File: config.mk
export PLATFORM = sky130hd
export DESIGN_NAME = msd_front
export DESIGN_NICKNAME = d
export VERILOG_FILES = /design/src/rtl/msd_pkg.sv /design/src/rtl/msd_front.sv
export SDC_FILE = /design/constraint.sdc
export NUM_CORES = 1
export LEC_CHECK = 0
export BUFFER_PORTS_ARGS = -buffer_cell sky130_fd_sc_hd__buf_2
export CAP_MARGIN = 25
export CORE_UTILIZATION = 50
export DETAILED_ROUTE_END_ITERATION = 10
export PLACE_DENSITY = 0.66
export SLEW_MARGIN = 20
export SYNTH_ARGS = -nofsm -noshare
export SYNTH_HDL_FRONTEND = slang
export SYNTH_SLANG_ARGS = --single-unit
export TNS_END_PERCENT = 5
File: constraint.sdc
create_clock -name vclk -period 11.3
set_input_delay 2.26 -clock vclk [all_inputs]
set_output_delay 2.26 -clock vclk [all_outputs]
set_load 0.01 [all_outputs]
File: src/rtl/msd_pkg.sv
`default_nettype none

package msd_pkg;

  // field widths
  localparam int OP_W    = 1;
  localparam int BYTE_W  = 8;
  localparam int ZP_W    = 9;
  localparam int SCALE_W = 16;
  localparam int CUT_W   = 17;
  localparam int WS_W    = 9;
  localparam int PROB_W  = 26;
  localparam int DIFF_W  = 10;
  localparam int CFG_IDX_W  = 3;
  localparam int CFG_DATA_W = 17;

  // default ring depth
  localparam int WINDOW_DEPTH_DEF = 256;

  // register reset values
  localparam logic              SIGNED_RST = 1'b1;
  localparam logic [ZP_W-1:0]    ZP_RST     = 9'h180;
  localparam logic [SCALE_W-1:0] SCALE_RST  = 16'd256;
  localparam logic [CUT_W-1:0]   CUT_RST    = 17'd32768;
  localparam logic [WS_W-1:0]    WS_RST     = 9'd5;

  // configuration register indexes
  typedef enum logic [CFG_IDX_W-1:0] {
    REG_OUTPUT_SIGNED = 3'd0,
    REG_ZERO_POINT    = 3'd1,
    REG_SCALE         = 3'd2,
    REG_CUTOFF        = 3'd3,
    REG_WINDOW_SIZE   = 3'd4
  } reg_idx_t;

  // request operations
  typedef enum logic [OP_W-1:0] {
    OP_PUSH  = 1'b0,
    OP_CLEAR = 1'b1
  } op_t;

  // dequantisation settings used by the front end
  typedef struct packed {
    logic               signed_mode;
    logic [ZP_W-1:0]    zp_value;
    logic [SCALE_W-1:0] scale;
  } fcfg_t;

  // window settings used by the back end
  typedef struct packed {
    logic [CUT_W-1:0] cutoff;
    logic [WS_W-1:0]  window_size;
  } bcfg_t;

  // one classified request between front and back
  typedef struct packed {
    op_t                      op;
    logic signed [PROB_W-1:0] prob;
  } entry_t;

  // window size with zero taken as one and the ring depth as ceiling
  function automatic int clamp_window(logic [WS_W-1:0] ws, int depth);
    if (ws == '0) begin
      return 1;
    end
    if (int'(ws) > depth) begin
      return depth;
    end
    return int'(ws);
  endfunction

endpackage

`default_nettype wire

File: src/rtl/msd_front.sv
`default_nettype none

module msd_front import msd_pkg::*; (
  input  wire logic              in_operation,
  input  wire logic [BYTE_W-1:0] in_score_byte,
  input  wire fcfg_t             cfg,
  output entry_t                 entry
);

  logic signed [DIFF_W-1:0]    q;
  logic signed [DIFF_W-1:0]    zp;
  logic signed [DIFF_W-1:0]    diff;
  logic signed [SCALE_W:0]     scale_s;
  logic signed [DIFF_W+SCALE_W:0] product;

  // raw byte as int8 or uint8
  always_comb begin
    if (cfg.signed_mode) begin
      q = DIFF_W'($signed(in_score_byte));
    end else begin
      q = $signed(DIFF_W'(in_score_byte));
    end
  end

  // zero point removal and scaling
  assign zp      = DIFF_W'($signed(cfg.zp_value));
  assign diff    = q - zp;
  assign scale_s = $signed({1'b0, cfg.scale});
  assign product = diff * scale_s;

  // clear carries a zero probability
  always_comb begin
    entry.op = op_t'(in_operation);
    if (entry.op == OP_CLEAR) begin
      entry.prob = '0;
    end else begin
      entry.prob = product[PROB_W-1:0];
    end
  end

endmodule

`default_nettype wire

==> flow_summary.yaml <==
detailed_routing:
  drtIter0Drc: 138
  wl_per_cell_um: 14.5
  finalWirelength_um: 13600
  viasPerCell: 5.28
  vias: 4936
  dr.pass1.iters: 8
  drc_errors: 6
  ant_nets: 0
layout:
  seq_cells: 0
  layout_commonest_cell: "inv_1"
  fin_nets: 1023
  most-common-layout-cells: "inv_1, fa_1, ha_1, nand2_1, buf_2"
  area_growth_pct: 9.64
  fin_area_um2: 6600
  layout-drive-gt1-share_pct: 12.9
  regArea_um2: 0
  antenna_cells: 0
  n_clock_buffer: 0
global_routing:
  grt_max_degree: 30
  grt_pass1_wl_um: 22900
  antenna_found_initial: 0
  grt-ovfl-total: 0
  track_usage_pct: 22.3
  grt_pass1_vias: 4998
timing:
  slew_headroom_pct: 61.5
  setup_viol: 0
  drv_slew: 0
  period_share_pct: 97.5
  timing.hold.ws_ps: 4960
  worstMarginPinSlew_ps: 574
  fin_crit_ps: 11010
  clock.fmax_mhz: 90.8
  finalHoldViolations: 0
floorplan:
  boundaryPins: 62
  core.rowCount: 39
  start_util_pct: 52.1
  die_y_um: 112
  die_x_um: 112
  core_um2: 11600
  die_area_um2: 12500
placement:
  gp_congestion: 0.895
  placed_cell_area_um2: 6470
  io_buffers: 62
  post-dp-hpwl_um: 11300
yosys:
  syn_inst: 745
  synth-seq-area-share_pct: 0
  postSynthAreaPerCell_um2: 8.08
  synth_top_area_cell: "fa_1"
  synthesis.nets: 975
  yosys-top-cells-area: "fa_1, ha_1, inv_1"
  netlist_area_um2: 6020
  yosys.area.top_type_share_pct: 37.2
  yosysWarnings: 0
  ys_types: 45
worst_hold_path:
  hp-class: "in2out"
  hold_start: "cfg[0]"
  holdPathStages: 3
  hold_path_end: "entry[0]"
run_status:
  violations: "DRC"
  outcome: "finished with violations"
critical_path:
  critPathSlowestCell: "fa_1"
  worst-path-max-fanout: 6
  path_common_cell: "inv_1"
  endpoint_kind: "output pin"
  cp.required_ps: 9040
  criticalPathCategory: "in2out"
  critPathMaxStageDelay_ps: 520
  startpoint: "in_score_byte[0]"
  cp.arrival_ps: 8750
  startpoint_type: "input pin"
clock_network:
  ctsHoldBuffers: 0
job:
  drv_cap: 0
[cell type report]
class | instances | area [um2]
well taps | 143 | 179
inverters | 167 | 627
multi-input cells | 549 | 5390
repair buffers | 75 | 405
fillers | 1104 | 4960
[metrics by stage]
step | util [%] | TNS (ps) | instances | worst slack, ps
5_1_grt | 57.1 | -32.4 | 934 | -15.8
2_1_floorplan | - | 0 | 745 | 741
3_3_place_gp | 55.9 | 0 | 930 | 172
6_report | 57.1 | 0 | 934 | 285
3_5_place_dp | 55.9 | 0 | 931 | 86.4
4_1_cts | 55.9 | 0 | 931 | 59.6
[cell usage after synthesis (3+ instances only)]
master	instances
nor2b_1	27
ha_1	83
clkbuf_1	20
nor2_1	38
a21oi_1	23
a21boi_0	3
nand2b_1	11
or3_1	3
nand2_1	79
nor3_1	9
fa_1	112
nand3_1	6
o21ai_0	16
xor2_1	6
buf_1	8
nor3b_1	5
xnor2_1	14
a31oi_1	4
a21o_1	9
o21a_1	8
and2_4	4
inv_1	167
a211oi_1	4
and2_1	59
[repair_timing]
action                                 CTS  global route
gates resized for setup                  0            24
buffers inserted                         0             2
endpoints found under the hold margin    0             0
setup endpoints to repair                0            10
[cell families (layout without fill, tap and decap cells)]
logic type | after synthesis | after routing | share of synthesized area, %
adder cells (fa/ha/maj) | 195 | 195 | 54.5
AO/OA/AOI/OAI | 83 | 83 | 8.89
multiplexers | 1 | 1 | 0.187
buffers and inverters | 197 | 242 | 12.5
AND/OR/NAND/NOR | 249 | 249 | 21.1
XOR/XNOR | 20 | 21 | 2.91
[worst max path at each step]
stage                endpoint  cells after the start
floorplan           entry[21]                     28
global placement    entry[21]                     30
global route        entry[22]                     28
detailed placement  entry[21]                     30
CTS                 entry[21]                     30
finish              entry[24]                     30
[layer usage]
| layer | part of all wire (%) | routed length [um] | track usage, % |
|---|---|---|---|
| met1 | 42 | 5700 | 28.7 |
| met2 | 53 | 7180 | 41.9 |
| met3 | 2.8 | 381 | 0.435 |
| met4 | 2.2 | 293 | 4.32 |
| met5 | 0 | 0 | 0 |
[worst max-delay path: cells and delay by family]
kind,cells,cell delay (ps)
multiplexers,1,280
XOR/XNOR,1,200
buffers and inverters,9,720
adder cells (fa/ha/maj),8,3280
AO/OA/AOI/OAI,6,1270
AND/OR/NAND/NOR,5,740
Power is not shown: default switching activity piles up to over one toggle a cycle in this logic, so the estimate is an artifact.
