`src/rtl/msd_pkg.sv`:
```
`default_nettype none

package msd_pkg;

  // field widths
  localparam int OP_W    = 1;
  localparam int BYTE_W  = 8;
  localparam int ZP_W    = 9;
  localparam int SCALE_W = 16;
  localparam int CUT_W   = 17;
  localparam int WS_W    = 9;
  localparam int PROB_W  = 26;
  localparam int DIFF_W  = 10;
  localparam int CFG_IDX_W  = 3;
  localparam int CFG_DATA_W = 17;

  // default ring depth
  localparam int WINDOW_DEPTH_DEF = 256;

  // register reset values
  localparam logic              SIGNED_RST = 1'b1;
  localparam logic [ZP_W-1:0]    ZP_RST     = 9'h180;
  localparam logic [SCALE_W-1:0] SCALE_RST  = 16'd256;
  localparam logic [CUT_W-1:0]   CUT_RST    = 17'd32768;
  localparam logic [WS_W-1:0]    WS_RST     = 9'd5;

  // configuration register indexes
  typedef enum logic [CFG_IDX_W-1:0] {
    REG_OUTPUT_SIGNED = 3'd0,
    REG_ZERO_POINT    = 3'd1,
    REG_SCALE         = 3'd2,
    REG_CUTOFF        = 3'd3,
    REG_WINDOW_SIZE   = 3'd4
  } reg_idx_t;

  // request operations
  typedef enum logic [OP_W-1:0] {
    OP_PUSH  = 1'b0,
    OP_CLEAR = 1'b1
  } op_t;

  // dequantisation settings used by the front end
  typedef struct packed {
    logic               signed_mode;
    logic [ZP_W-1:0]    zp_value;
    logic [SCALE_W-1:0] scale;
  } fcfg_t;

  // window settings used by the back end
  typedef struct packed {
    logic [CUT_W-1:0] cutoff;
    logic [WS_W-1:0]  window_size;
  } bcfg_t;

  // one classified request between front and back
  typedef struct packed {
    op_t                      op;
    logic signed [PROB_W-1:0] prob;
  } entry_t;

  // window size with zero taken as one and the ring depth as ceiling
  function automatic int clamp_window(logic [WS_W-1:0] ws, int depth);
    if (ws == '0) begin
      return 1;
    end
    if (int'(ws) > depth) begin
      return depth;
    end
    return int'(ws);
  endfunction

endpackage

`default_nettype wire

```
`src/rtl/msd_queue.sv`:
```
`default_nettype none

module msd_queue import msd_pkg::*; (
  input  wire logic   clk,
  input  wire logic   rst_n,
  input  wire logic   push,
  input  wire entry_t push_entry,
  output logic        not_full,
  input  wire logic   pop,
  output logic        not_empty,
  output entry_t      head
);

  entry_t     ent_r [2];
  logic       wr_ptr_r, wr_ptr_nxt;
  logic       rd_ptr_r, rd_ptr_nxt;
  logic [1:0] cnt_r, cnt_nxt;
  logic       do_push, do_pop;

  assign not_full  = (cnt_r != 2'd2);
  assign not_empty = (cnt_r != 2'd0);
  assign do_push   = push && not_full;
  assign do_pop    = pop && not_empty;
  assign head      = ent_r[rd_ptr_r];

  // pointer and count update
  always_comb begin
    wr_ptr_nxt = do_push ? ~wr_ptr_r : wr_ptr_r;
    rd_ptr_nxt = do_pop ? ~rd_ptr_r : rd_ptr_r;
    cnt_nxt    = cnt_r + 2'(do_push) - 2'(do_pop);
  end

  always_ff @(posedge clk) begin
    if (!rst_n) begin
      wr_ptr_r <= 1'b0;
      rd_ptr_r <= 1'b0;
      cnt_r    <= 2'd0;
    end else begin
      wr_ptr_r <= wr_ptr_nxt;
      rd_ptr_r <= rd_ptr_nxt;
      cnt_r    <= cnt_nxt;
    end
  end

  // entry storage
  always_ff @(posedge clk) begin
    if (do_push) begin
      ent_r[wr_ptr_r] <= push_entry;
    end
  end

  // occupancy stays within two entries
  a_cnt_range: assert property (@(posedge clk) disable iff (!rst_n)
    cnt_r != 2'd3)
    else $error("queue count out of range");

  // pointers differ exactly when one entry is held
  a_ptr_cnt: assert property (@(posedge clk) disable iff (!rst_n)
    (cnt_r == 2'd1) == (wr_ptr_r != rd_ptr_r))
    else $error("queue pointers disagree with count");

endmodule

`default_nettype wire

```
`config.mk`:
```
export PLATFORM = sky130hd
export DESIGN_NAME = msd_queue
export DESIGN_NICKNAME = d
export VERILOG_FILES = /design/src/rtl/msd_pkg.sv /design/src/rtl/msd_queue.sv
export SDC_FILE = /design/constraint.sdc
export NUM_CORES = 1
export LEC_CHECK = 0
export BUFFER_PORTS_ARGS = -buffer_cell sky130_fd_sc_hd__buf_2
export CAP_MARGIN = 10
export CORE_AREA = 2 2 64 90
export CTS_CLUSTER_DIAMETER = 100
export DETAILED_ROUTE_END_ITERATION = 6
export DIE_AREA = 0 0 66 92
export GPL_TIMING_DRIVEN = 0
export HOLD_SLACK_MARGIN = 0.1
export PLACE_DENSITY_LB_ADDON = 0.12
export SYNTH_ARGS = -nofsm -noshare
export SYNTH_HDL_FRONTEND = slang
export SYNTH_SLANG_ARGS = --single-unit
export TNS_END_PERCENT = 1
```
`constraint.sdc`:
```
create_clock -name clk -period 2.2 [get_ports clk]
set_input_delay 0.33 -clock clk [delete_from_list [all_inputs] [get_ports clk]]
set_output_delay 0.33 -clock clk [all_outputs]
set_load 0.1 [all_outputs]
```
==> results of run 1 <==
-- worst max path at each step --
stage | endpoint | startpoint | depth (start not counted)
2_1_floorplan | cnt_r[1] | cnt_r[0] | 8
3_3_place_gp | ent_r[1][23] | cnt_r[0] | 2
5_1_grt | head[23] | flop | 4
4_1_cts | ent_r[1][13] | cnt_r[0] | 2
6_report | head[15] | flop | 4
3_5_place_dp | ent_r[1][23] | cnt_r[0] | 2
-- registers in the layout (all words and copies together) (netlist names), named ones only --
signal and flops:
ent_r 54, cnt_r 2, rd_ptr_r 1, wr_ptr_r 1
-- cells by family (layout without fill, tap and decap cells) --
family / count (synthesis) / after routing / synth area share [%]
AO/OA/AOI/OAI: 1 / 1 / 0.383
adder cells (fa/ha/maj): 2 / 2 / 1.09
flip-flops: 59 / 59 / 75.3
multiplexers: 28 / 28 / 17.0
XOR/XNOR: 3 / 3 / 1.15
AND/OR/NAND/NOR: 11 / 11 / 2.68
buffers and inverters: 4 / 80 / 2.41
-- cell type report --
type	count	area, um2	share of cell area [%]
sequential	59	1720	58.9
multi-input combinational	45	520	17.8
clock inverter	6	104	3.55
inverter	1	3.75	0.128
timing repair buffer	60	310	10.6
buffer	3	51.3	1.75
tap	68	85.1	2.91
clock buffer	10	128	4.36
-- critical path, stage by stage, from the launching register on --
cell and delay [ns]:
sky130_fd_sc_hd__dfxtp_1 0.32, sky130_fd_sc_hd__buf_6 0.16, sky130_fd_sc_hd__buf_12 0.16, sky130_fd_sc_hd__mux2_4 0.30
sky130_fd_sc_hd__buf_2 0.29
-- cells in the mapped netlist (all sizes together) --
cell	n	area, um2
and2	2	12.5
and3	1	6.26
buf	3	51.3
dfxtp	5	100
edfxtp	54	1620
ha	2	25.0
inv	1	3.75
mux2	27	379
mux2i	1	10.0
nand2	2	7.51
nand2b	2	12.5
nor2	1	3.75
nor2b	2	12.5
o21a	1	8.76
or2	1	6.26
xnor2	3	26.3
-- metal layers --
| metal | wire [um] | vias to the layer above | track usage, % |
|---|---|---|---|
| met3 | 219 | 6 | 4.79 |
| met1 | 1250 | 555 | 12.2 |
| li1 | - | 557 | - |
| met4 | 60 | 0 | 8.67 |
| met5 | 0 | - | 0 |
| met2 | 1990 | 40 | 22.6 |
-- per-stage QoR --
| step | setup WS [ns] | std cells | hold slack (ns) | util, % | instance area [um2] |
|---|---|---|---|---|---|
| global route | 0.266 | 252 | 0.171 | 54.5 | 2920 |
| global placement | 0.262 | 235 | 0.504 | 49.9 | 2680 |
| CTS | 0.206 | 251 | 0.172 | 54.2 | 2910 |
| finish | 0.324 | 252 | 0.192 | 54.5 | 2920 |
| floorplan | 0.130 | 108 | 0.429 | - | 2300 |
| detailed placement | 0.225 | 235 | 0.518 | 49.9 | 2680 |
-- layout by cell type (no fill, tap or decap), types with 2 or more instances in the layout --
master / synthesis / final
sky130_fd_sc_hd__xnor2_1: 3 / 3
sky130_fd_sc_hd__and2_1: 2 / 2
sky130_fd_sc_hd__bufinv_16: 0 / 3
sky130_fd_sc_hd__dfxtp_1: 5 / 5
sky130_fd_sc_hd__buf_12: 2 / 2
sky130_fd_sc_hd__clkbuf_8: 0 / 9
sky130_fd_sc_hd__clkinv_2: 0 / 2
sky130_fd_sc_hd__edfxtp_1: 54 / 54
sky130_fd_sc_hd__buf_2: 0 / 59
sky130_fd_sc_hd__nand2_1: 2 / 2
sky130_fd_sc_hd__mux2_2: 7 / 7
sky130_fd_sc_hd__nor2b_1: 2 / 2
sky130_fd_sc_hd__mux2_4: 20 / 20
sky130_fd_sc_hd__ha_1: 2 / 2
==> summary.md, run 1 <==
Pin placement for this block handled 60 I/O pins. The HPWL after detailed placement is 2390 um. The via density per instance works out to 4.60.

In the final design database the tool counted 212 nets. The repair_antennas step left the layout with diodes totalling 0. TritonCTS created 9 clock buffers. Once the floorplan was initialized, standard cells occupied 42.6% of the core. Measured along the y axis, the die boundary spans 92 um.

Wire length of the first global-routing pass: 5520 um. Yosys mapped the design onto 18 distinct sky130hd cell types. The tools report the endpoint of the worst hold-timing path as ent_r[1][23]. The share of cells above drive strength 1 came out at 58.7%. The clock passes through at most 2 buffers. For this run, the total global-route usage over all layers was measured as 13.0%. The routed design has 3520 um of wire. The type of element launching the critical path was a flop.

The detail route stage leaves a number of antenna-violating nets equal to 0. Gates resized during post-CTS repair numbered 0. The run gives 1.87 ns as the required time of the worst setup path.

The number of H-tree branching levels came out at 3. Synthesis produced a netlist with a net count of 141. The worst clock skew on the final layout is 0.00421 ns, and the post-route fraction of the period consumed by the critical path is 85.3%.

In the routed design, unresolved DRC markers number 0. In this run the worst path has a maximum fanout of 10. The number of storage elements in the synthesis netlist is 59. In the final routed layout, each cell accounts on average for 14.0 um.

The clock transition time at the flip-flop clock pins of the worst setup and hold paths is 0.06 ns. Setup repair after global routing left no endpoint under its margin. The total of endpoints with negative setup slack in the final report is 0, and the register-to-register setup slack is 0.47 ns.

The worst setup path is captured at a primary output. In this run the horizontal extent of the chip is 66 um. At the later pin of the worst-skew pair, clock insertion delay measures 0.32 ns.

Final period demand of the worst path: 1.88 ns. The number of port buffers was 59. TritonCTS built the clock tree.

The floorplan step defined a die boundary enclosing 6070 um2. At the pin with the least slew margin, the transition time is 0.801 ns. The run gives 30 as the number of violations reported at the end of detailed-routing iteration 0. Of the synthesized area, sequential elements account for 75.3%.

The min-delay analysis places its worst path in the category in2reg. For the number of hold violations in the final report, the log shows 0. Counting the fill cells in the layout gives 459.

The via count of the first global-routing pass is 1,216. After clock tree synthesis, the flow added hold-fix buffers numbering 0. The clock sink total was 59.

Compared with the post-synthesis result, the final layout area differs by 27.8%. Adding up every negative setup slack in the final design gives 0 ns. The floorplan has 32 rows.

The tools report the synthesized instance count as 108. The origin of the critical flop-to-flop path is cnt_r[0]. A synthesized cell averages 21.2 um2. The total grt overflow is 0, and the mapped cell area is 2290 um2. For the number of max-cap violations, the log shows 0.

For the initial antenna violation count, the log shows 0. The worst register-to-register path ends at cnt_r[1]. For the number of warnings issued by yosys, the log shows 0. In this run the most critical hold path is launched from push_entry[23]. Number of pins exceeding their max-slew limit in the final report: 0. The placeable core region is 5370 um2, and the number of instances on the worst hold path is 1. The relative max-transition margin was 46.5%. For this run, the top clock speed supported by timing is 0.533 GHz. The root buffer cell chosen for the clock tree is sky130_fd_sc_hd__clkbuf_8. Entering global routing, the biggest net connects 28 pins. The run finished with clean final reports.

The first TritonRoute pass finished after 4 iterations. Data arrives at the worst endpoint at 1.55 ns. Detailed routing inserted a total of 1,158 vias. Final weighted congestion of routability-driven global placement: 0.623. The type of the setup path with the least slack was reg2out.

The number of setup buffers added after CTS is 0. For the worst flop-to-flop path, the logic depth is 8.
Power of run 1 is not shown: default switching activity piles up to over one toggle a cycle in this logic, so the estimate is an artifact.
==> inputs of run 2 (changes only) <==
--- a/config.mk
+++ b/config.mk
@@ -5,12 +5,12 @@
 export SDC_FILE = /design/constraint.sdc
 export NUM_CORES = 1
 export LEC_CHECK = 0
-export BUFFER_PORTS_ARGS = -buffer_cell sky130_fd_sc_hd__buf_2
 export CAP_MARGIN = 10
 export CORE_AREA = 2 2 64 90
 export CTS_CLUSTER_DIAMETER = 100
 export DETAILED_ROUTE_END_ITERATION = 6
 export DIE_AREA = 0 0 66 92
+export DONT_BUFFER_PORTS = 1
 export GPL_TIMING_DRIVEN = 0
 export HOLD_SLACK_MARGIN = 0.1
 export PLACE_DENSITY_LB_ADDON = 0.12
==> run 2 against run 1 <==
Net effect:
- final cell count fell by 13%
- sequential share of layout area rose by 2.4 points
- utilization fell by 2.1 points
- clock skew rose by 0.0017 ns
- via count fell by 9.8%
- non-clock buffer count fell by 33
- critical endpoint is now cnt_r[1]
==> summary.md, run 2 (synthesis results as in run 1) <==
The initial antenna violation count came out at 0. The register with the most flip-flops in the layout has 54 of them. The top-level port count was 60.

TritonCTS built the clock tree. The count of buffering cells on the critical path with inverters included was 1; the post-route fraction of the period consumed by the critical path was 89.9%. The worst setup path is launched from a flop.

Endpoint arrival time on the critical path: 2.19 ns. Counting flops per register, the top entry is ent_r. For this run, the post-layout net count is 179. The biggest fanout along the worst timing path came out at 4. The total DRC errors in the routed layout came out at 0. The tools report the sum of negative setup slack as 0 ns. The required time of the worst setup path is 2.42 ns, and the die outline height is 92 um. The run gives 32 as the number of standard-cell rows in the floorplan. The relative area change from synthesis to final layout is 22.9%, and the number of hold violations in the final report is 0. For the remaining antenna violation count after routing, the log shows 0. 0 antenna diodes ended up in the layout.

The worst setup path is of the reg2reg kind. The utilization of the core after routing was 52.4%; the highest clock frequency the design can meet was 0.506 GHz. Across every metal layer, demand over resource in global routing totals 12.3%. The number of pins exceeding their max-slew limit in the final report is 0, and the number of violations reported at the end of detailed-routing iteration 0 is 42. The die covers 6070 um2. Across all layers, the routed design uses 1,045 vias. The tool flagged a number of max-cap violations equal to 0. The number of port buffers works out to 0. The family with the most delay on the worst path is simple AND/OR/NAND/NOR gates. Before CTS, the worst setup slack after placement is -0.259 ns. Subtracting the final worst setup slack from the clock period gives 1.98 ns. The number of H-tree branching levels was 3; the critical path's largest stage delay was 0.37 ns.

The worst clock skew on the final layout is 0.00587 ns, and the chip width is 66 um. Detailed placement ended at an HPWL of 2130 um. The share of cells above drive strength 1 was 30.5%. The worst setup path is captured at a flop.

Buffers inserted during clock tree synthesis total 9. The first global-routing pass estimated 5070 um of wire. The largest registers in the layout are ent_r x54, cnt_r x2. Walking the worst path, the cells encountered are nand2b_4 > nand2_1 > ha_1 > inv_1 > ha_1 > xnor2_1 > xnor2_1 > and2_1.

The largest net degree at the start of global routing is 28. The insertion delay to the later sink of the worst-skew pair is 0.33 ns, and the relative max-transition margin is 46.4%. At the pin with the least slew margin, the transition time is 0.801 ns. The clock transition time at the flip-flop clock pins of the worst setup and hold paths is 0.06 ns. The library cells used most frequently in the layout, excluding fill and tap cells, are sky130_fd_sc_hd__edfxtp_1 (54), sky130_fd_sc_hd__dlygate4sd3_1 (27), sky130_fd_sc_hd__mux2_4 (20).

The via density per instance was 4.77; the routed length per instance was 15.3 um. The clock passes through at most 2 buffers. The tools report the number of post-CTS setup repair buffers as 0. The via count of the first global-routing pass is 1,070, and the placeable core region is 5370 um2.

The cell sitting at the root of the clock tree is a sky130_fd_sc_hd__clkbuf_8. In the post-route analysis, the smallest setup slack over all paths is 0.223 ns. Cell with the largest stage delay on the worst path: sky130_fd_sc_hd__dfxtp_1. Leaving out fill and tap cells, the most frequent cell in the layout is sky130_fd_sc_hd__edfxtp_1. For this run the aggregate overflow at the end of global routing stands at 0. The initial core utilization is 42.6%, and the aggregate routed wire length is 3360 um.

The run gives 59 as the clock sink total. The min-delay analysis places its worst path in the category in2reg. Setup violations remaining at the end of the flow were counted as 0. At the end of routability-driven placement, the weighted congestion stood at 0.594. The first TritonRoute pass finished after 3 iterations.

Setup repair after global routing left no endpoint under its margin. The run finished with clean final reports.
==> run 2: cell types whose count changed in the layout (fill, tap and decap cells not counted), sizes merged <==
cell	before	now
clkinv	3	4
buf	63	3
clkbuf	10	12
dlygate4sd3	0	27
bufinv	3	0
==> run 2: worst paths after layout <==
kind              startpoint        to  slack [ns]  depth (start not counted)
hold / removal         rst_n  cnt_r[0]        0.13                          1
setup / recovery    cnt_r[0]  cnt_r[1]        0.22                          8
hold reg to reg     wr_ptr_r  wr_ptr_r        0.52                          2
setup reg to reg    cnt_r[0]  cnt_r[1]        0.22                          8
==> run 2: layout make-up <==
cell class                      instances  area, um2
Fill cell                             441       2550
Buffer                                  3       51.3
Multi-Input combinational cell         45        527
Inverter                                1       3.75
Tap cell                               68       85.1
Timing Repair Buffer                   27        270
Clock buffer                           12        135
Clock inverter                          4       17.5
Sequential cell                        59       1720
==> run 2: through the flow <==
step                instance area [um2]  std cells  hold WS, ns
floorplan                          2300        108        0.429
global placement                   2380        176        0.429
detailed placement                 2380        176        0.429
CTS                                2810        219        0.108
global route                       2810        219        0.120
finish                             2810        219        0.127
==> run 2: repair_timing <==
item                       in CTS  in global routing
resized for setup               2                  0
setup endpoints to repair      45                  0
hold endpoints to repair       54                  0
hold buffers                   27                  0
==> run 2: worst register-to-register path, stage by stage (launching register included) <==
cell and delay [ns]:
sky130_fd_sc_hd__dfxtp_1 0.37, sky130_fd_sc_hd__nand2b_4 0.34, sky130_fd_sc_hd__nand2_1 0.21, sky130_fd_sc_hd__ha_1 0.32
sky130_fd_sc_hd__inv_1 0.04, sky130_fd_sc_hd__ha_1 0.18, sky130_fd_sc_hd__xnor2_1 0.14, sky130_fd_sc_hd__xnor2_1 0.12
sky130_fd_sc_hd__and2_1 0.15
==> run 2: routing by layer <==
| layer | global-route usage [%] | share of wire (%) |
|---|---|---|
| met5 | 0 | 0 |
| met3 | 4.91 | 5.2 |
| met2 | 19.4 | 54 |
| met4 | 10.2 | 3.2 |
| met1 | 12.3 | 38 |
Power of run 2 is left out for the same reason.
==> inputs of run 3 (changes only) <==
==> constraint.sdc (replaced) <==
create_clock -name clk -period 2.2 [get_ports clk]
set_input_delay 0.33 -clock clk [delete_from_list [all_inputs] [get_ports clk]]
set_output_delay 0.33 -clock clk [all_outputs]
set_load 0.02 [all_outputs]
==> run 3 against run 2 <==
Net effect:
- hold slack worse by 0.0096 ns
- non-clock buffer count is 2 higher
- highest routed layer unchanged
- design area is 1.5% higher
- setup slack hardly changed
- largest cell class unchanged
- clock skew is 0.0016 ns lower
- critical endpoint is now ent_r[0][10]
==> summary.md, run 3 (synthesis results as in run 1) <==
The flow ran to the end, and the final reports show no timing, DRC or antenna violations. Maximum clock path buffer count: 2. The run gives 0 as the number of hold violations in the final report. For this run the aggregate overflow at the end of global routing stands at 0. In the final layout, the registers with the most flip-flops are ent_r x54, cnt_r x2. In the finished design, the share of the clock period the worst path needs comes to 89.9%.

The routed length per instance was 15.0 um; the number of max-cap violations was 0. The clock transition time at the flip-flop clock pins of the worst setup and hold paths came out at 0.06 ns. The startpoint identified for the worst hold timing path is rst_n. The type of element launching the critical path is a flop. Sum of negative setup slack: 0 ns. Fill cells in the final layout number 456. Setup repair after global routing left no endpoint under its margin. The routed layout has 1,050 vias. On the final layout, the worst hold slack is 0.118 ns. The full die area is 6070 um2. Top layer used by detailed routing: met4. The finished layout holds 221 standard cells, fillers aside.

During placement, the flow inserted port buffers numbering 0. The amount of wire on met2 after detailed routing is 1720 um. The endpoint of the lowest-slack register-to-register path was ent_r[0][10].

The net count of the finished layout is 181. TritonCTS built the clock tree. The total power density per cell area came out at 1110 nW/um2. After detailed routing, the number of vias per cell comes to 4.75. For the worst-case vdd ir drop, the log shows 747 uV.

The number of instances on the worst hold path is 1. The logs give 0.22 ns for the register-to-register setup slack and 2160 um for the detailed-placement wirelength estimate. For the worst setup path, the data required time is 2.24 ns. Total placed cells including tap cells: 178.

The repair_antennas step left the layout with diodes totalling 0. The relative area change from synthesis to final layout works out to 24.7%. The first global-routing pass estimated 5170 um of wire. Clock tree synthesis inserted a total of 9 buffers.

For this design the static power due to leakage is 0.00102 uW. The total of endpoints with negative setup slack in the final report was 0. STA classifies the critical path endpoint as a flop. The largest net degree at the start of global routing was 17; the met1 layer wirelength in the final routing was 1250 um. The number of post-CTS setup repair buffers came out at 0. The number of H-tree branching levels is 3.

The run gives 3310 um as the aggregate routed wire length. Routability-driven placement finished with a final weighted congestion of 0.605. Total DRC errors in the routed layout: 0. The tools report the via count of the first global-routing pass as 1,096. The routed design could run at a clock period as short as 1.98 ns. The insertion delay to the later sink of the worst-skew pair is 0.33 ns. The met3 routed wirelength is 209 um.

The share of cells above drive strength 1 came out at 30.1%. The actual slew at the worst max-slew pin is 0.775 ns. The cell sitting at the root of the clock tree is a sky130_fd_sc_hd__clkbuf_8.

In the layout the commonest cells are sky130_fd_sc_hd__edfxtp_1 (54), sky130_fd_sc_hd__dlygate4sd3_1 (27), sky130_fd_sc_hd__mux2_4 (20). The region available for standard cell placement spans 5370 um2. Die outline height: 92 um. The clock sink total came out at 59. In this run the worst hold path is classified as in2reg. In this run the remaining antenna-violating nets after routing total 0. For the relative max-transition margin, the log shows 48.3%. More flip-flops sit in one register than any other, and that register is ent_r. For the worst flop-to-flop path, the logic depth is 4. Data arrives at the worst endpoint at 2.02 ns. Chip width: 66 um. The number of standard-cell rows in the floorplan is 32.

The tools report the initial antenna violation count as 0. Of all nets on the critical path, the largest fanout is 16. In the global route stage, overall resource usage came out at 12.4%. The library cell used most frequently in the layout, excluding fill and tap cells, is sky130_fd_sc_hd__edfxtp_1. The setup path with the least slack is of type reg2reg. After layout, the design draws a total of 3180 uW.

The worst hold path terminates at cnt_r[0]. The register with the most flip-flops in the layout has 54 of them. Origin of the critical flop-to-flop path: cnt_r[0].

The top-level port count was 60; the worst clock skew on the final layout was 0.00423 ns. The length of the first detailed-routing pass in iterations is 4. The highest clock frequency the design can meet was 0.506 GHz.

Number of pins exceeding their max-slew limit in the final report: 0. The initial utilization of the core area, before any placement, comes to 42.6%. The number of violations reported at the end of detailed-routing iteration 0 is 48.
-- run 3: how the worst max path moves through the flow --
stage	startpoint	endpoint	slack (ns)
global route	cnt_r[0]	ent_r[0][26]	0.08
detailed placement	cnt_r[0]	ent_r[0][11]	0.21
global placement	cnt_r[0]	ent_r[0][25]	-0.12
finish	cnt_r[0]	ent_r[0][10]	0.22
CTS	cnt_r[0]	ent_r[0][13]	0.18
floorplan	cnt_r[0]	ent_r[0][0]	0.32
-- run 3: layout make-up --
class,count,area [um2],share of cell area [%]
Clock inverter,4,17.5,0.614
Tap cell,68,85.1,2.98
Multi-Input combinational cell,45,513,18.0
Clock buffer,12,135,4.74
Timing Repair Buffer,29,325,11.4
Inverter,1,3.75,0.132
Buffer,3,51.3,1.80
Sequential cell,59,1720,60.4
-- run 3: metal layers --
metal  track usage [%]  vias to the layer above
met2              19.1                       42
li1                  -                      494
met5                 0                        -
met3              5.03                       10
met1              12.3                      504
met4              11.2                        0
-- run 3: power by group --
group / internal, uW / leakage (uW) / switching (uW) / total (uW)
logic: 436 / 0.000395 / 515 / 951
clock network: 397 / 0.0000792 / 366 / 763
registers: 1410 / 0.000546 / 50.5 / 1460
-- run 3: per-stage QoR --
| stage | setup WS, ns | utilization, % | area, um2 |
|---|---|---|---|
| floorplan | 0.323 | - | 2290 |
| global placement | -0.121 | 44.3 | 2370 |
| detailed placement | 0.211 | 45.3 | 2430 |
| CTS | 0.182 | 53.2 | 2850 |
| global route | 0.0836 | 53.2 | 2850 |
| finish | 0.223 | 53.2 | 2850 |
-- run 3: timing repair --
action,in CTS,in global routing
hold buffers,27,0
endpoints found under the setup margin,0,0
endpoints found under the hold margin,54,0
resized for setup,0,0
-- run 3: worst max-delay path, cell delays in order, from the launching register on --
cell and delay [ns]:
sky130_fd_sc_hd__dfxtp_1 0.37, sky130_fd_sc_hd__nand2b_1 0.29, sky130_fd_sc_hd__nand2_1 0.17, sky130_fd_sc_hd__nor2_2 0.62, sky130_fd_sc_hd__buf_16 0.23
(Power assumes the default switching activity.)
